## config.mk

```make
export PLATFORM = sky130hd
export DESIGN_NAME = stream_affinity_balancer
export DESIGN_NICKNAME = d
export VERILOG_FILES = /design/src/sab_pkg.sv /design/src/stream_affinity_balancer.sv /design/src/sab_fifo.sv /design/src/sab_front.sv /design/src/sab_mod.sv /design/src/sab_back.sv
export SDC_FILE = /design/constraint.sdc
export NUM_CORES = 1
export LEC_CHECK = 0
export BUFFER_PORTS_ARGS = -buffer_cell sky130_fd_sc_hd__clkbuf_2
export CAP_MARGIN = 20
export CORE_MARGIN = 1
export CORE_UTILIZATION = 30
export CTS_BUF_LIST = sky130_fd_sc_hd__clkbuf_16
export DETAILED_ROUTE_END_ITERATION = 10
export HOLD_SLACK_MARGIN = 0.05
export PLACE_DENSITY_LB_ADDON = 0.1
export SETUP_SLACK_MARGIN = 0.5
export SYNTH_ARGS = -nofsm -noshare
export SYNTH_HDL_FRONTEND = slang
export SYNTH_SLANG_ARGS = --single-unit
```

## constraint.sdc

```tcl
create_clock -name clock -period 11.2 [get_ports clock]
set_clock_uncertainty 0.05 [all_clocks]
set_input_delay 1.12 -clock clock [delete_from_list [all_inputs] [get_ports clock]]
set_output_delay 1.12 -clock clock [all_outputs]
set_load 0.01 [all_outputs]
```

## src/sab_pkg.sv

```systemverilog
// ----------------------------------------------------------------------------
// sab_pkg - shared types and constants of the stream affinity balancer
// Request codes, item record passed from front to back, field widths.
// ----------------------------------------------------------------------------
package sab_pkg;

   localparam int ACNT_W      = 16;
   localparam int QCNT_W      = 32;
   localparam int N_W         = 4;
   localparam int CUR_W       = 3;
   localparam int JOB_W       = 3;
   localparam int MASK_W      = 8;
   localparam int Q_W         = 3;
   localparam int MOD_STEP    = 4;
   localparam int MOD_CYC     = QCNT_W / MOD_STEP;
   localparam int MOD_CNT_W   = $clog2(MOD_CYC);
   localparam int REQ_TDATA_W = 24;
   localparam int RSP_TDATA_W = 8;
   localparam int CSR_ADDR_W  = 1;
   localparam int CSR_DATA_W  = 4;
   localparam int FIFO_DEPTH  = 2;
   localparam int FIFO_PTR_W  = 1;
   localparam int FIFO_CNT_W  = 2;

   localparam logic [2:0] REQ_CREATE  = 3'd0;
   localparam logic [2:0] REQ_DESTROY = 3'd1;
   localparam logic [2:0] REQ_ADD_JOB = 3'd2;
   localparam logic [2:0] REQ_SET     = 3'd3;
   localparam logic [2:0] REQ_QUERY   = 3'd4;
   localparam logic [2:0] REQ_CLEAR   = 3'd5;

   localparam logic [2:0] JOB_RECORD_EVENT = 3'd6;

   localparam logic [CSR_ADDR_W-1:0] CSR_BY_JOB_TYPE = 1'b0;
   localparam logic [CSR_ADDR_W-1:0] CSR_NUM_AFF     = 1'b1;

   typedef enum logic [2:0] {
      OP_NONE,
      OP_CREATE,
      OP_DESTROY,
      OP_MASK,
      OP_RR,
      OP_QUERY,
      OP_CLEAR
   } op_type;

   typedef struct packed {
      op_type             op;
      logic [N_W-1:0]     n;
      logic [CUR_W-1:0]   cur;
      logic [MASK_W-1:0]  mask;
      logic               all_ok;
      logic [Q_W-1:0]     q;
      logic [N_W-1:0]     sel;
      logic               status;
      logic               dec_en;
   } item_type;

   function automatic logic [Q_W-1:0] job_queue(input logic [JOB_W-1:0] job);
      logic [Q_W-1:0] q;
      case (job)
         3'd0:    q = 3'd1;
         3'd1:    q = 3'd0;
         3'd2:    q = 3'd0;
         3'd3:    q = 3'd2;
         3'd4:    q = 3'd3;
         3'd5:    q = 3'd4;
         default: q = 3'd0;
      endcase
      return q;
   endfunction

endpackage

```

## src/stream_affinity_balancer.sv

```systemverilog
// ----------------------------------------------------------------------------
// stream_affinity_balancer - least-loaded affinity placement for streams
// Front classifies requests, a two-entry queue decouples it from the back
// end that updates usage counters and forms one result per request.
// ----------------------------------------------------------------------------
//  channel  ports         direction  payload
//  request  req_tvalid..  in         tdata: req_type, cur_affinity,
//                                    stream_locked, job_type, affinity_mask
//  result   rsp_tvalid..  out        tdata: new_affinity, status
//  config   csr_we..      in         0 by_job_type, 1 num_affinities
//
//  Steps per item: results only go straight out, create and destroy update one
//  counter, query scans, set and add job by mask release, scan (one counter read
//  per cycle during the scan) and claim, round-robin add job releases, divides
//  (remainder unit, 4 dividend bits a cycle) and claims.
//  Synchronous reset clears all counters and config at once.
//  Up to two items queue while the back end works or the result stalls.
// ----------------------------------------------------------------------------
module stream_affinity_balancer #(
   parameter int MAX_AFFINITIES  = 8,
   parameter int NUM_QUEUE_TYPES = 5
) (
   input  logic                               clock,
   input  logic                               reset,
   input  logic                               req_tvalid,
   output logic                               req_tready,
   // [2:0] req_type, [5:3] cur_affinity, [6] stream_locked,
   // [9:7] job_type, [17:10] affinity_mask
   input  logic [sab_pkg::REQ_TDATA_W-1:0]    req_tdata,
   output logic                               rsp_tvalid,
   input  logic                               rsp_tready,
   // [2:0] new_affinity, [3] status
   output logic [sab_pkg::RSP_TDATA_W-1:0]    rsp_tdata,
   input  logic                               csr_we,
   input  logic [sab_pkg::CSR_ADDR_W-1:0]     csr_addr,
   input  logic [sab_pkg::CSR_DATA_W-1:0]     csr_wdata
);

   logic              push;
   logic              full;
   logic              pop;
   logic              empty;
   sab_pkg::item_type push_item;
   sab_pkg::item_type pop_item;

   sab_front #(
      .MAX_AFFINITIES  (MAX_AFFINITIES),
      .NUM_QUEUE_TYPES (NUM_QUEUE_TYPES)
   ) u_front (
      .clock      (clock),
      .reset      (reset),
      .csr_we     (csr_we),
      .csr_addr   (csr_addr),
      .csr_wdata  (csr_wdata),
      .req_tvalid (req_tvalid),
      .req_tready (req_tready),
      .req_tdata  (req_tdata),
      .push       (push),
      .push_item  (push_item),
      .full       (full)
   );

   sab_fifo u_fifo (
      .clock     (clock),
      .reset     (reset),
      .push      (push),
      .push_item (push_item),
      .full      (full),
      .pop       (pop),
      .pop_item  (pop_item),
      .empty     (empty)
   );

   sab_back #(
      .MAX_AFFINITIES  (MAX_AFFINITIES),
      .NUM_QUEUE_TYPES (NUM_QUEUE_TYPES)
   ) u_back (
      .clock      (clock),
      .reset      (reset),
      .empty      (empty),
      .pop_item   (pop_item),
      .pop        (pop),
      .rsp_tvalid (rsp_tvalid),
      .rsp_tready (rsp_tready),
      .rsp_tdata  (rsp_tdata)
   );

endmodule

```

## src/sab_fifo.sv

```systemverilog
// ----------------------------------------------------------------------------
// sab_fifo - two-entry queue between front and back
// Holds classified items so that either side can stall on its own.
// ----------------------------------------------------------------------------
module sab_fifo (
   input  logic              clock,
   input  logic              reset,
   input  logic              push,
   input  sab_pkg::item_type push_item,
   output logic              full,
   input  logic              pop,
   output sab_pkg::item_type pop_item,
   output logic              empty
);

   sab_pkg::item_type                   entries_ff [sab_pkg::FIFO_DEPTH];
   logic [sab_pkg::FIFO_PTR_W-1:0]      wr_ff;
   logic [sab_pkg::FIFO_PTR_W-1:0]      rd_ff;
   logic [sab_pkg::FIFO_CNT_W-1:0]      cnt_ff;

   assign full     = (cnt_ff == sab_pkg::FIFO_CNT_W'(sab_pkg::FIFO_DEPTH));
   assign empty    = (cnt_ff == '0);
   assign pop_item = entries_ff[rd_ff];

   always_ff @(posedge clock) begin
      if (reset) begin
         wr_ff  <= '0;
         rd_ff  <= '0;
         cnt_ff <= '0;
      end else begin
         if (push) begin
            entries_ff[wr_ff] <= push_item;
            wr_ff             <= wr_ff + 1'b1;
         end
         if (pop) begin
            rd_ff <= rd_ff + 1'b1;
         end
         if (push && !pop) begin
            cnt_ff <= cnt_ff + 1'b1;
         end else if (pop && !push) begin
            cnt_ff <= cnt_ff - 1'b1;
         end
      end
   end

endmodule

```

## src/sab_front.sv

```systemverilog
// ----------------------------------------------------------------------------
// sab_front - request intake and classification
// Holds the configuration registers and turns each request into an item
// telling the back end which counter steps to run.
// ----------------------------------------------------------------------------
module sab_front #(
   parameter int MAX_AFFINITIES  = 8,
   parameter int NUM_QUEUE_TYPES = 5
) (
   input  logic                               clock,
   input  logic                               reset,
   input  logic                               csr_we,
   input  logic [sab_pkg::CSR_ADDR_W-1:0]     csr_addr,
   input  logic [sab_pkg::CSR_DATA_W-1:0]     csr_wdata,
   input  logic                               req_tvalid,
   output logic                               req_tready,
   input  logic [sab_pkg::REQ_TDATA_W-1:0]    req_tdata,
   output logic                               push,
   output sab_pkg::item_type                  push_item,
   input  logic                               full
);

   logic                        by_job_ff;
   logic [sab_pkg::N_W-1:0]     num_aff_ff;
   logic [sab_pkg::N_W-1:0]     n;
   logic [2:0]                  req_type;
   logic [sab_pkg::CUR_W-1:0]   cur;
   logic                        locked;
   logic [sab_pkg::JOB_W-1:0]   job;
   logic [sab_pkg::MASK_W-1:0]  mask;
   logic [sab_pkg::Q_W-1:0]     q;
   logic                        cur_ok;
   sab_pkg::item_type           it;

   always_ff @(posedge clock) begin
      if (reset) begin
         by_job_ff  <= 1'b0;
         num_aff_ff <= '0;
      end else if (csr_we) begin
         case (csr_addr)
            sab_pkg::CSR_BY_JOB_TYPE: by_job_ff  <= csr_wdata[0];
            sab_pkg::CSR_NUM_AFF:     num_aff_ff <= csr_wdata;
            default: ;
         endcase
      end
   end

   assign req_type = req_tdata[2:0];
   assign cur      = req_tdata[5:3];
   assign locked   = req_tdata[6];
   assign job      = req_tdata[9:7];
   assign mask     = req_tdata[17:10];

   always_comb begin
      if (int'(num_aff_ff) > MAX_AFFINITIES) begin
         n = sab_pkg::N_W'(MAX_AFFINITIES);
      end else begin
         n = num_aff_ff;
      end
   end

   assign q      = sab_pkg::job_queue(job);
   assign cur_ok = ({1'b0, cur} < n);

   always_comb begin
      it        = '0;
      it.op     = sab_pkg::OP_NONE;
      it.n      = n;
      it.cur    = cur;
      it.mask   = mask;
      it.q      = q;
      it.status = 1'b1;
      case (req_type)
         sab_pkg::REQ_CREATE: begin
            if (n != '0) begin
               it.op     = sab_pkg::OP_CREATE;
               it.status = 1'b0;
            end
         end
         sab_pkg::REQ_DESTROY: begin
            it.sel = {1'b0, cur};
            if (cur_ok) begin
               it.op     = sab_pkg::OP_DESTROY;
               it.dec_en = 1'b1;
               it.status = 1'b0;
            end
         end
         sab_pkg::REQ_ADD_JOB: begin
            it.sel = {1'b0, cur};
            if (locked) begin
               it.status = 1'b0;
            end else if (by_job_ff) begin
               if (job >= sab_pkg::JOB_RECORD_EVENT) begin
                  it.status = 1'b0;
               end else if (n != '0 && int'(q) < NUM_QUEUE_TYPES) begin
                  it.op     = sab_pkg::OP_RR;
                  it.dec_en = cur_ok;
                  it.status = 1'b0;
               end
            end else if (n != '0) begin
               it.op     = sab_pkg::OP_MASK;
               it.mask   = sab_pkg::MASK_W'(1);
               it.dec_en = cur_ok;
               it.status = 1'b0;
            end
         end
         sab_pkg::REQ_SET: begin
            it.sel = {1'b0, cur};
            if (!locked && n != '0) begin
               it.op     = sab_pkg::OP_MASK;
               it.dec_en = cur_ok;
               it.status = 1'b0;
            end
         end
         sab_pkg::REQ_QUERY: begin
            if (n != '0) begin
               it.op     = sab_pkg::OP_QUERY;
               it.all_ok = 1'b1;
               it.status = 1'b0;
            end
         end
         sab_pkg::REQ_CLEAR: begin
            it.op     = sab_pkg::OP_CLEAR;
            it.status = 1'b0;
         end
         default: ;
      endcase
   end

   assign req_tready = !full;
   assign push       = req_tvalid && !full;
   assign push_item  = it;

endmodule

```

## src/sab_mod.sv

```systemverilog
// ----------------------------------------------------------------------------
// sab_mod - iterative remainder unit
// Queue counter modulo affinity count, a few dividend bits per cycle.
// ----------------------------------------------------------------------------
module sab_mod (
   input  logic                           clock,
   input  logic                           reset,
   input  logic                           start,
   input  logic [sab_pkg::QCNT_W-1:0]     dividend,
   input  logic [sab_pkg::N_W-1:0]        divisor,
   output logic                           done,
   output logic [sab_pkg::N_W-1:0]        rem
);

   logic [sab_pkg::QCNT_W-1:0]     dvd_ff;
   logic [sab_pkg::N_W-1:0]        div_ff;
   logic [sab_pkg::N_W-1:0]        rem_ff;
   logic [sab_pkg::N_W-1:0]        rem_in;
   logic [sab_pkg::MOD_CNT_W-1:0]  cnt_ff;
   logic                           busy_ff;
   logic                           done_ff;

   always_comb begin
      logic [sab_pkg::N_W:0] t;
      rem_in = rem_ff;
      for (int k = 0; k < sab_pkg::MOD_STEP; k++) begin
         t = {rem_in, dvd_ff[sab_pkg::QCNT_W-1-k]};
         if (t >= {1'b0, div_ff}) begin
            t = t - {1'b0, div_ff};
         end
         rem_in = t[sab_pkg::N_W-1:0];
      end
   end

   always_ff @(posedge clock) begin
      if (reset) begin
         busy_ff <= 1'b0;
         done_ff <= 1'b0;
      end else begin
         if (start) begin
            dvd_ff  <= dividend;
            div_ff  <= divisor;
            rem_ff  <= '0;
            cnt_ff  <= '0;
            busy_ff <= 1'b1;
            done_ff <= 1'b0;
         end else if (busy_ff) begin
            dvd_ff <= dvd_ff << sab_pkg::MOD_STEP;
            rem_ff <= rem_in;
            cnt_ff <= cnt_ff + 1'b1;
            if (cnt_ff == sab_pkg::MOD_CNT_W'(sab_pkg::MOD_CYC - 1)) begin
               busy_ff <= 1'b0;
               done_ff <= 1'b1;
            end else begin
               done_ff <= 1'b0;
            end
         end else begin
            done_ff <= 1'b0;
         end
      end
   end

   assign done = done_ff;
   assign rem  = rem_ff;

endmodule

```

## src/sab_back.sv

```systemverilog
// ----------------------------------------------------------------------------
// sab_back - counter sequencer
// Owns the usage counters; releases, scans, divides and claims per item,
// then hands the result to the output register.
// ----------------------------------------------------------------------------
module sab_back #(
   parameter int MAX_AFFINITIES  = 8,
   parameter int NUM_QUEUE_TYPES = 5
) (
   input  logic                               clock,
   input  logic                               reset,
   input  logic                               empty,
   input  sab_pkg::item_type                  pop_item,
   output logic                               pop,
   output logic                               rsp_tvalid,
   input  logic                               rsp_tready,
   output logic [sab_pkg::RSP_TDATA_W-1:0]    rsp_tdata
);

   localparam int AN = (MAX_AFFINITIES < 15) ? MAX_AFFINITIES : 15;
   localparam int AW = (AN > 1) ? $clog2(AN) : 1;
   localparam int QW = (NUM_QUEUE_TYPES > 1) ? $clog2(NUM_QUEUE_TYPES) : 1;

   typedef enum logic [2:0] {
      S_IDLE,
      S_DEC,
      S_SCAN,
      S_MOD,
      S_INC,
      S_DONE
   } state_type;

   state_type                      state_ff;
   sab_pkg::item_type              item_ff;
   logic [sab_pkg::N_W-1:0]        sel_ff;
   logic [sab_pkg::N_W-1:0]        scan_ff;
   logic [sab_pkg::ACNT_W-1:0]     best_ff;
   logic [sab_pkg::N_W-1:0]        best_idx_ff;
   logic                           found_ff;
   logic                           rsp_valid_ff;
   logic [sab_pkg::CUR_W-1:0]      rsp_aff_ff;
   logic                           rsp_status_ff;

   logic [sab_pkg::ACNT_W-1:0]     acnt_ff [AN];
   logic [sab_pkg::QCNT_W-1:0]     qcnt_ff [NUM_QUEUE_TYPES];

   logic [AW-1:0]                  acnt_ridx;
   logic [sab_pkg::ACNT_W-1:0]     acnt_rd;
   logic                           acnt_we;
   logic [sab_pkg::ACNT_W-1:0]     acnt_wdata;
   logic [QW-1:0]                  qidx;
   logic                           clear_all;
   logic                           mod_start;
   logic                           mod_done;
   logic [sab_pkg::N_W-1:0]        mod_rem;
   logic                           scan_ok;
   logic                           scan_hit;
   logic                           scan_last;

   sab_mod u_mod (
      .clock    (clock),
      .reset    (reset),
      .start    (mod_start),
      .dividend (qcnt_ff[qidx]),
      .divisor  (item_ff.n),
      .done     (mod_done),
      .rem      (mod_rem)
   );

   assign pop       = (state_ff == S_IDLE) && !empty;
   assign clear_all = pop && (pop_item.op == sab_pkg::OP_CLEAR);
   assign qidx      = QW'(item_ff.q);
   assign mod_start = (state_ff == S_DEC) && (item_ff.op == sab_pkg::OP_RR);

   always_comb begin
      case (state_ff)
         S_DEC:   acnt_ridx = AW'(item_ff.cur);
         S_INC:   acnt_ridx = AW'(sel_ff);
         default: acnt_ridx = AW'(scan_ff);
      endcase
   end

   assign acnt_rd = acnt_ff[acnt_ridx];

   always_comb begin
      acnt_we    = 1'b0;
      acnt_wdata = acnt_rd;
      case (state_ff)
         S_DEC: begin
            if (item_ff.dec_en && acnt_rd != '0) begin
               acnt_we    = 1'b1;
               acnt_wdata = acnt_rd - 1'b1;
            end
         end
         S_INC: begin
            if (acnt_rd != '1) begin
               acnt_we    = 1'b1;
               acnt_wdata = acnt_rd + 1'b1;
            end
         end
         default: ;
      endcase
   end

   assign scan_ok   = item_ff.all_ok ||
                      (scan_ff < sab_pkg::N_W'(sab_pkg::MASK_W) && item_ff.mask[scan_ff[2:0]]);
   assign scan_hit  = scan_ok && (!found_ff || acnt_rd < best_ff);
   assign scan_last = (scan_ff == item_ff.n - 1'b1);

   always_ff @(posedge clock) begin
      if (reset || clear_all) begin
         for (int i = 0; i < AN; i++) begin
            acnt_ff[i] <= '0;
         end
         for (int i = 0; i < NUM_QUEUE_TYPES; i++) begin
            qcnt_ff[i] <= '0;
         end
      end else begin
         if (acnt_we) begin
            acnt_ff[acnt_ridx] <= acnt_wdata;
         end
         if (mod_start) begin
            qcnt_ff[qidx] <= qcnt_ff[qidx] + 1'b1;
         end
      end
   end

   always_ff @(posedge clock) begin
      if (reset) begin
         state_ff     <= S_IDLE;
         rsp_valid_ff <= 1'b0;
      end else begin
         if (state_ff == S_DONE && (!rsp_valid_ff || rsp_tready)) begin
            rsp_valid_ff <= 1'b1;
         end else if (rsp_tready) begin
            rsp_valid_ff <= 1'b0;
         end
         case (state_ff)
            S_IDLE: begin
               if (!empty) begin
                  item_ff     <= pop_item;
                  sel_ff      <= pop_item.sel;
                  scan_ff     <= '0;
                  best_idx_ff <= '0;
                  found_ff    <= 1'b0;
                  case (pop_item.op)
                     sab_pkg::OP_NONE,
                     sab_pkg::OP_CLEAR:  state_ff <= S_DONE;
                     sab_pkg::OP_CREATE: state_ff <= S_INC;
                     default:            state_ff <= S_DEC;
                  endcase
               end
            end
            S_DEC: begin
               case (item_ff.op)
                  sab_pkg::OP_MASK,
                  sab_pkg::OP_QUERY: state_ff <= S_SCAN;
                  sab_pkg::OP_RR:    state_ff <= S_MOD;
                  default:           state_ff <= S_DONE;
               endcase
            end
            S_SCAN: begin
               if (scan_hit) begin
                  best_ff     <= acnt_rd;
                  best_idx_ff <= scan_ff;
                  found_ff    <= 1'b1;
               end
               if (scan_last) begin
                  sel_ff   <= scan_hit ? scan_ff : best_idx_ff;
                  state_ff <= (item_ff.op == sab_pkg::OP_QUERY) ? S_DONE : S_INC;
               end else begin
                  scan_ff <= scan_ff + 1'b1;
               end
            end
            S_MOD: begin
               if (mod_done) begin
                  sel_ff   <= mod_rem;
                  state_ff <= S_INC;
               end
            end
            S_INC: begin
               state_ff <= S_DONE;
            end
            S_DONE: begin
               if (!rsp_valid_ff || rsp_tready) begin
                  rsp_aff_ff    <= sel_ff[sab_pkg::CUR_W-1:0];
                  rsp_status_ff <= item_ff.status;
                  state_ff      <= S_IDLE;
               end
            end
            default: state_ff <= S_IDLE;
         endcase
      end
   end

   assign rsp_tvalid = rsp_valid_ff;
   assign rsp_tdata  = {{(sab_pkg::RSP_TDATA_W - sab_pkg::CUR_W - 1){1'b0}},
                        rsp_status_ff, rsp_aff_ff};

   a_mod_done_in_mod: assert property (@(posedge clock) disable iff (reset)
      mod_done |-> state_ff == S_MOD)
      else $error("remainder finished outside the divide step");

   a_mod_rem_range: assert property (@(posedge clock) disable iff (reset)
      mod_done |-> mod_rem < item_ff.n)
      else $error("remainder not below affinity count");

   a_scan_range: assert property (@(posedge clock) disable iff (reset)
      state_ff == S_SCAN |-> scan_ff < item_ff.n)
      else $error("scan index past affinity count");

   a_done_loads: assert property (@(posedge clock) disable iff (reset)
      (state_ff == S_DONE && (!rsp_valid_ff || rsp_tready)) |=> rsp_valid_ff)
      else $error("finished item not presented");

endmodule
```

* Yosys cells after proc, flatten, opt, wreduce, memory -nomap -nowiden
Memories as Yosys holds them, arrays and structs flattened. A register that Yosys moved wholly into a read port is not among the register bits.
Cells that the tools add are included.
** Word-level totals
- Bits in registers :: 114
- Latch bits :: 0
- Memory bits (writable) :: 342
- Memory bits (read-only) :: 0
- Input bits :: 34
- Output and inout port bits :: 10
- Word-level logic and storage cells :: 238
- Memories :: 3
** Cells by class
- Add/sub/neg operators :: 14
- $mul :: 0
- Div/mod/pow operators :: 0
- Order comparisons :: 11
- Eq/ne operators :: 28
- Shift operators :: 0
- Multiplexer cells :: 96
- Bitwise gates (word level) :: 4
- Reduce and logical (&&, ||, !) cells :: 54
** Memory list
- u_back.qcnt_ff :: words 5, bits a word 32, read ports 1, clocked after memory_dff 1, write ports 5, line sab_back.sv:45 : logic [sab_pkg::QCNT_W-1:0] qcnt_ff [NUM_QUEUE_TYPES];
- u_back.acnt_ff :: words 8, bits a word 16, read ports 1, clocked after memory_dff 0, write ports 8, line sab_back.sv:44 : logic [sab_pkg::ACNT_W-1:0] acnt_ff [AN];
- u_fifo.entries_ff :: words 2, bits a word 27, read ports 1, clocked after memory_dff 1, write ports 1, line sab_fifo.sv:16 : sab_pkg::item_type entries_ff [sab_pkg::FIFO_DEPTH];
** Operator list (count)
- 2-to-1 mux 32 bit :: 3
- 2-to-1 mux 3 bit :: 17
- 2-to-1 mux 16 bit :: 3
- 2-to-1 mux 4 bit :: 9
- one-hot mux 3 bit (6 select lines) :: 2
- 2-to-1 mux 1 bit :: 35
- adder 32 x 1 -> 32 bit, second input constant :: 1
- 2-to-1 mux 8 bit :: 4
- one-hot mux 16 bit (2 select lines) :: 1
- OR reduction 32 bit :: 1
- equality test 3 bit, second input constant :: 10
- greater-or-equal comparator 5 x 4 -> 1 bit :: 4
- 2-to-1 mux 2 bit :: 10
- equality test 3 x 2 -> 1 bit, second input constant :: 6
- one-hot mux 3 bit (2 select lines) :: 3
- adder 16 x 1 -> 16 bit, second input constant :: 1
- < comparator 16 bit :: 1
- inequality test 16 bit, second input constant :: 1
- one-hot mux 4 bit (2 select lines) :: 2
- nonzero test 16 bit :: 1
- OR reduction 16 bit :: 1
- subtractor 16 x 1 -> 16 bit, second input constant :: 1
- subtractor 4 bit :: 4
- logical AND 1 bit :: 12
- other kinds (37) :: 74

* Logic depth before layout (Yosys ltp)
Gate-level depths: netlist of the first run.
An unclocked memory read counts as a cell.
- Depth in word-level cells :: 12
- Mapped depth :: 32
- Depth with buffers taken out :: 32

* Modules after synthesis
From an unflattened synthesis of the first run, not the netlist that was laid out.
** Second synthesis, totals
- Cells, all modules :: 2033
- Area, all modules :: 26943.3 µm²
** By module, submodules not included
- sab_back :: instances 1, cells each 1633, area each 21429.3 µm², sequential area each 13322.8 µm²
- sab_mod :: instances 1, cells each 207, area each 2688.8 µm², sequential area each 1331.3 µm²
- sab_fifo :: instances 1, cells each 109, area each 2235.9 µm², sequential area each 1781.7 µm²
- sab_front :: instances 1, cells each 84, area each 589.3 µm², sequential area each 100.1 µm²

* Least setup slack after synthesis of the first run
No wires, ideal clock.
- Path kind :: reg2reg
- Start :: register u_back.u_mod.div_ff[1] (netlist name)
- End :: register u_back.u_mod.rem_ff (netlist bit u_back.u_mod.rem[1]), data pin
- Arrival :: 6.069 ns
- Slack :: 4.820 ns
- Cell stages (with the launch flop) :: 32
- Buffers on the path :: 0
- Path through :: edfxtp_1 -> inv_1 -> ha_1 -> nand3_1 -> a21oi_1 -> a2111oi_0 -> nor2_1 -> a21oi_1 -> inv_1 -> ha_1 -> nor2b_1 -> o21ai_0 -> nand2b_1 -> and2_1 -> nor2_1 -> mux2_2 -> inv_1 -> ha_1 -> o21ai_0 -> nand2b_1 -> a21o_1 -> a21oi_1 -> o31ai_1 -> a21oi_1 -> ha_1 -> a21o_1 -> a21o_1 -> a31o_2 -> a21oi_1 -> nand2_1 -> mux2i_1 -> nor2_1
** Between the ends
- Word-level cells in the longest chain between the ends :: 9
- Elaborated cells between the ends (all ways) :: 13
- Classes of those cells :: add/sub: 4; order compare: 4; mux: 5
** Ends and longest elaborated chain
- start, declared :: line sab_mod.sv:16 : logic [sab_pkg::N_W-1:0] div_ff;
- start signal, assigned :: line sab_mod.sv:42 : div_ff <= divisor;
- subtractor 4 bit / greater-or-equal comparator 5 x 4 -> 1 bit (equally long branches) :: line sab_mod.sv:29, sab_mod.sv:28
- 2-to-1 mux 4 bit :: line sab_mod.sv:28 : if (t >= {1'b0, div_ff}) begin
- subtractor 4 bit / greater-or-equal comparator 5 x 4 -> 1 bit (equally long branches) :: line sab_mod.sv:29, sab_mod.sv:28
- 2-to-1 mux 4 bit :: line sab_mod.sv:28
- greater-or-equal comparator 5 x 4 -> 1 bit / subtractor 4 bit (equally long branches) :: line sab_mod.sv:28, sab_mod.sv:29
- 2-to-1 mux 4 bit :: line sab_mod.sv:28
- subtractor 4 bit / greater-or-equal comparator 5 x 4 -> 1 bit (equally long branches) :: line sab_mod.sv:29, sab_mod.sv:28
- 2-to-1 mux 4 bit * :: line sab_mod.sv:28
- 2-to-1 mux 4 bit * :: line sab_mod.sv:47 : end else if (busy_ff) begin
- end signal, assigned :: line sab_mod.sv:49 : rem_ff <= rem_in;
- end, declared :: line sab_mod.sv:17 : logic [sab_pkg::N_W-1:0] rem_ff;
Every way passes the cells marked *; elsewhere a longest branch is shown, timed or not. The select of a mux whose other input is x is not followed.
A chain may end at the register's enable or synchronous reset.

==> results.cfg, run 1 <==
[routing]
drc = 0
wl_per_cell_um = 21.61
ant_nets = 0
viasPerCell = 5.013
dr.pass1.iters = 4
drtIter0Drc = 1133
routed_wl_um = 71270
num_vias = 16530

[clocking]
clk_pin_slew_worst_paths_ns = 0.06
insertion_delay_ns = 0.63
hold_buffers = 0
clk_path_buf_depth = 3
clock_sinks = 555
cts_tree = done
cts_made_buffers = 67
htreeDepth = 3
cts_setup_buffers = 0
cts-root-buf = clkbuf_16
post_cts_resized = 0

[synthesis]
synth-seq-cells = 555
netlist_instances = 2057
async_flop_share = 0
syn_area_um2 = 26560
synth_cell_types = 99
ys_seq_area_frac = 0.6203
synth_edf_count = 536
syn_avg_cell_area_um2 = 12.91
synth_flop_cell = edfxtp_1
ys.warnings.count = 0

[worst_setup_path]
cpPeakStageDelay_ns = 0.97
end_kind = flop
cp_slowest_cell = nand2_1
start_kind = flop
reg2reg_slack_ns = 3.87
worstPathRequired_ns = 11.37
crit_fanout = 19
reg2reg_depth = 16
critPathKind = reg2reg
cp_data_arrival_time_ns = 7.49
cp_cell_sequence = buf_4, o21a_1, o31a_1, nand2_1, buf_4, a21oi_1, a222oi_1, a311oi_4, inv_2, ha_1, and2_1, nand3b_1, or3_1, a21o_1, nand4b_4, nand2_1
startpoint = u_back.state_ff[0]
r2r-start = u_back.state_ff[0]
r2r-end = u_back.acnt_ff[7][2]

[power_and_ir_drop]
peakVddDrop_mv = 0.1184
swShare = 0.3991
p_seq_frac = 0.340
p_int_w = 0.004891
power_frac_comb = 0.402
clkPwrFrac = 0.257
p_sw_w = 0.003248
p_leak_nw = 10.78
powerDensity_nw_per_um2 = 270.3

[hold_path]
hold_start = u_back.u_mod.busy_ff
holdPathEnd = u_back.u_mod.done
min_path_cells = 2
hold_class = reg2reg

[global_route]
grt_overflow = 0
antenna_found_initial = 0
grt_max_degree = 66
grt_pass1_vias = 17130
grtUsageTotal = 0.1607
grt_pass1_wl_um = 108600

[final_layout]
drive_above_1_share = 0.1587
antennaDiodeCount = 0
final_area_um2 = 30110
area_growth_pct = 13.36
fin_nets = 2172
final_util = 0.3449

[placement]
gp_congestion = 0.8177
place_hpwl_um = 43030
io_buffers = 33
postPlaceCellArea_um2 = 27990
place_ws_ns = 3.888

[sta]
tns_ns = 0
fin_crit_ns = 7.327
slew_headroom = 0.2606
hold_violations = 0
period_share = 0.6542
setup_viol = 0
hold_ws_ns = 0.4176
rsz0062_at_grt = false
final-max-slew-violation-count = 0
max_freq_ghz = 0.1365
finalWorstSetupSlack_ns = 3.873
max_slew.worst_pin.slew_ns = 1.106

[floorplanning]
start_util = 0.3043
io-pin-count = 44
num_rows = 108
die_w_um = 299.5
chipHeight_um = 299.5
core_um2 = 87290
die_area_um2 = 89720

[job]
cap_violations = 0

[outcome]
status = completed
-- layout make-up --
type / count / area [µm²]
flip-flops and latches: 555 / 16480
inverters: 85 / 319.1
repair buffers: 80 / 521.8
multi-input cells: 1303 / 9233
well taps: 1155 / 1445
fillers: 8707 / 57190
clock inverters: 53 / 427.9
clock buffers: 67 / 1677
-- flip-flops by register name, summed over array words and instances (netlist names), 4 cells and up, named ones only --
signal,cells
u_back.u_mod.rem,4
u_back.qcnt_ff,256
u_back.item_ff,21
u_back.acnt_ff,128
u_back.scan_ff,4
u_back.best_ff,16
u_back.u_mod.div_ff,4
u_front.num_aff_ff,4
u_back.u_mod.dvd_ff,32
u_fifo.entries_ff,54
-- per-layer routing --
layer | track usage | vias up | share of wire
li1 | - | 7704 | -
met1 | 0.2158 | 8417 | 0.46
met2 | 0.2701 | 306 | 0.49
met3 | 0.02450 | 105 | 0.033
met4 | 0.04215 | 0 | 0.023
met5 | 0 | - | 0
-- Yosys cell counts (30+ instances only) --
master	n	share of area
a211oi_1	30	0.0085
a21oi_1	44	0.0083
buf_2	30	0.0057
clkbuf_1	57	0.0081
edfxtp_1	536	0.61
ha_1	42	0.020
inv_1	84	0.012
mux2_2	37	0.016
mux2i_1	46	0.017
mux4_2	66	0.056
nand2_1	148	0.021
nand3_1	47	0.0089
nor2_1	351	0.050
nor2b_1	40	0.0094
nor3_1	32	0.0060
o21ai_0	70	0.013
xnor2_1	32	0.011
-- power groups by stage --
stage,clock network [W],logic (W),registers (W)
2_1_floorplan,0,0.00239,0.00271
3_3_place_gp,0,0.00327,0.00282
3_5_place_dp,0,0.00328,0.00282
4_1_cts,0.00216,0.00330,0.00278
5_1_grt,0.00223,0.00359,0.00280
6_report,0.00209,0.00328,0.00277
-- cells in the final DEF (no fill, tap or decap), types with 7 or more instances in the layout --
master / Yosys / routed
nand4_1: 18 / 18
clkbuf_16: 0 / 67
mux2_2: 37 / 37
inv_1: 84 / 101
nor2b_1: 40 / 40
buf_4: 10 / 45
a311oi_1: 9 / 9
a211oi_1: 30 / 30
nor3_1: 32 / 30
nand3_1: 47 / 47
clkbuf_2: 1 / 33
and2_1: 11 / 11
mux4_2: 66 / 66
o21ai_0: 70 / 70
clkinv_1: 0 / 19
nand2_1: 148 / 142
nor4_1: 13 / 13
and3_1: 28 / 28
edfxtp_1: 536 / 536
a21oi_1: 44 / 43
nand2_2: 1 / 7
nor3b_1: 11 / 9
xnor2_1: 32 / 32
dfxtp_1: 19 / 16
ha_1: 42 / 42
or3_1: 12 / 10
a31oi_1: 13 / 13
mux2i_1: 46 / 46
nor2_1: 351 / 347
a21o_1: 13 / 13
nand2b_1: 26 / 26
xor2_1: 20 / 20
-- critical path, delay by kind of cell, from the launching register on --
kind / cells / cell delay, ns
adders and majority gates: 1 / 0.29
AOI/OAI and AO/OA: 6 / 2.23
buffers and inverters: 3 / 0.94
and+or+nand+nor: 6 / 2.84
DFF: 1 / 0.52
-- worst max-delay path by stage --
stage	end	slack [ns]	cells after the start
after floorplan	u_back.u_mod.rem[1]	4.82	31
after global placement	u_back.u_mod.rem[1]	3.78	31
after detailed placement	u_back.acnt_ff[3][11]	3.89	16
after CTS	u_back.acnt_ff[3][11]	3.88	16
after global routing	u_back.acnt_ff[7][4]	3.39	16
final	u_back.acnt_ff[7][2]	3.87	16
-- logic make-up after synthesis --
logic type                 after synthesis  share of synthesized area
and+or+nand+nor                        785                     0.1429
other                                    1                  0.0001412
xor gates and xnor gates                54                    0.01837
DFF                                    555                     0.6203
AOI/OAI and AO/OA                      264                    0.07076
buffers and inverters                  202                    0.03524
adders and majority gates               46                    0.02280
muxes                                  150                    0.08941
-- per-stage QoR --
step / instances / total power, W
2_1_floorplan: 2060 / 0.005098
3_3_place_gp: 3176 / 0.006087
3_5_place_dp: 3177 / 0.006099
4_1_cts: 3297 / 0.008235
5_1_grt: 3298 / 0.008618
6_report: 3298 / 0.008138
No activity file was read; power rests on OpenSTA's default activity.
==> run 2: changes to the inputs <==
- clock period: 11.2 -> 6.2 ns (I/O delays scaled with it)
==> run 2 against run 1 <==
Power up 87%. Cell area is 2.6% higher. Count of clock-buffer cells in the layout is 1 higher. Clock power grew 83%. Sequential cell count did not move. Die area is the same. Sequential power is 84% higher. Final cell count is 2.1% higher. First-iteration DRC count up 2.0%. Global-route usage up 0.29 points. Via count grew 1.3%. Sequential share of layout area is 1.4 points lower.
==> results.cfg, run 2 (synthesis results as in run 1) <==
[worst_setup_path]
crit_fanout = 6
worstPathRequired_ns = 6.50
end_kind = flop
cpPeakStageDelay_ns = 0.46
cp_slowest_cell = edfxtp_1
cp_data_arrival_time_ns = 5.92
r2r-end = u_back.u_mod.rem[1]
cpMostUsedCell = a21o_1
r2r-start = u_back.u_mod.rem[1]
reg2reg_depth = 31
critPathKind = reg2reg
start_kind = flop
reg2reg_slack_ns = 0.59

[hold_path]
hold_class = in2reg
holdPathEnd = u_front.num_aff_ff[3]
min_path_cells = 3
hold_start = csr_wdata[3]

[clocking]
clock_sinks = 555
hold_buffers = 0
htreeDepth = 3
clk_pin_slew_worst_paths_ns = 0.06
cts_made_buffers = 68
cts-root-buf = clkbuf_16
insertion_delay_ns = 0.62
clk_path_buf_depth = 3
cts_tree = done

[routing]
wl_per_cell_um = 21.75
viasPerCell = 4.971
num_vias = 16740
dr.pass1.iters = 5
drtIter0Drc = 1156
drc = 0
routed_wl_um = 73270
ant_nets = 0

[sta]
max_slew.worst_pin.slew_ns = 1.051
setup_viol = 0
tns_ns = 0
hold_violations = 0
fin_crit_ns = 5.615
final-max-slew-violation-count = 0
finalWorstSetupSlack_ns = 0.5855
rsz0062_at_grt = true
slew_headroom = 0.2968
period_share = 0.9056
hold_ws_ns = 0.1956
max_freq_ghz = 0.1781

[power_and_ir_drop]
power_frac_comb = 0.413
swShare = 0.4045
p_int_w = 0.009048
peakVddDrop_mv = 0.2960
clkPwrFrac = 0.252
p_sw_w = 0.006145
p_leak_nw = 11.14
p_seq_frac = 0.336
powerDensity_nw_per_um2 = 491.9

[final_layout]
drive_above_1_share = 0.2033
regMostFlops = u_back.qcnt_ff
largest_registers = u_back.qcnt_ff x256, u_back.acnt_ff x128, u_fifo.entries_ff x54
fin_nets = 2239
ff_latch_area_um2 = 16490
final_common_cell = edfxtp_1
largest_reg_flops = 256
nFillCells = 8629
area_growth_pct = 16.30
antennaDiodeCount = 0
mostFrequentLayoutCells = edfxtp_1, nor2_1, nand2_1
multi_input_area_um2 = 9435

[floorplanning]
die_w_um = 299.5
io-pin-count = 44
die_area_um2 = 89720
num_rows = 108
start_util = 0.3043
core_um2 = 87290
chipHeight_um = 299.5

[global_route]
grt_max_degree = 65
grt_pass1_vias = 17600
grt_pass1_wl_um = 110700
grt_overflow = 0
grtUsageTotal = 0.1636
antenna_found_initial = 0

[placement]
place_ws_ns = 0.2906
gp_congestion = 0.8042
io_buffers = 33
place_hpwl_um = 46370

[outcome]
status = completed

[job]
cap_violations = 0
## run 2: changes by cell type in the layout (fill, tap and decap cells not counted), moves of 4 or more
cell,previous run,this run
a21oi_1,43,38
a21oi_2,1,5
buf_4,45,109
clkinv_1,19,13
clkinv_2,4,12
ha_1,42,36
ha_4,0,6
inv_1,101,95
inv_2,1,5
o21ai_0,70,66
## run 2: routing by layer
metal | GRT usage | vias to the layer above | wire length, µm
met5 | 0 | - | 0
met4 | 0.04361 | 0 | 1436
met3 | 0.02573 | 102 | 2838
met2 | 0.2746 | 296 | 35500
met1 | 0.2192 | 8512 | 33490
li1 | - | 7833 | -
## run 2: critical path: cells and delay by family, from the launching register on
| family | cells | cell delay [ns] |
|---|---|---|
| adders and majority gates | 4 | 0.99 |
| buffers and inverters | 4 | 0.42 |
| muxes | 2 | 0.51 |
| and+or+nand+nor | 8 | 0.86 |
| AOI/OAI and AO/OA | 13 | 2.05 |
| DFF | 1 | 0.46 |
## run 2: power groups by stage
stage / Sequential (W) / Combinational, W / Clock [W]
after CTS: 0.00512 / 0.00627 / 0.00395
after global placement: 0.00518 / 0.00621 / 0
final: 0.00510 / 0.00627 / 0.00382
after detailed placement: 0.00519 / 0.00623 / 0
after floorplan: 0.00490 / 0.00431 / 0
after global routing: 0.00516 / 0.00683 / 0.00408
## run 2: cell type report
class | count | share of cell area
sequential | 555 | 0.5337
multi-input combinational | 1303 | 0.3055
clock buffer | 68 | 0.05509
tap | 1155 | 0.04679
timing repair buffer | 146 | 0.03391
clock inverter | 56 | 0.01458
inverter | 85 | 0.01041
## run 2: through the flow
stage          cells  total power, W  cell area [µm²]  utilization
3_5_place_dp    3231         0.01142            28440       0.3258
5_1_grt         3368         0.01608            30890       0.3538
3_3_place_gp    3229         0.01139            28420       0.3255
6_report        3368         0.01519            30890       0.3538
2_1_floorplan   2060        0.009214            26600            -
4_1_cts         3359         0.01533            30670       0.3513
## run 2: worst max-delay path by stage
stage / from / end / cells after the start
after CTS: u_back.u_mod.div_ff[2] / u_back.u_mod.rem[1] / 31
final: u_back.u_mod.rem[1] / u_back.u_mod.rem[1] / 31
after global placement: u_back.u_mod.rem[1] / u_back.u_mod.rem[3] / 30
after floorplan: u_back.u_mod.div_ff[1] / u_back.u_mod.rem[1] / 31
after global routing: u_back.u_mod.rem[1] / u_back.u_mod.rem[1] / 31
after detailed placement: u_back.u_mod.rem[1] / u_back.u_mod.rem[1] / 26
## run 2: repair_timing
item	4_1_cts	5_1_grt
setup endpoints to repair	4	210
pin swaps	2	21
setup buffers	4	8
gates cloned	0	0
resized for setup	9	29
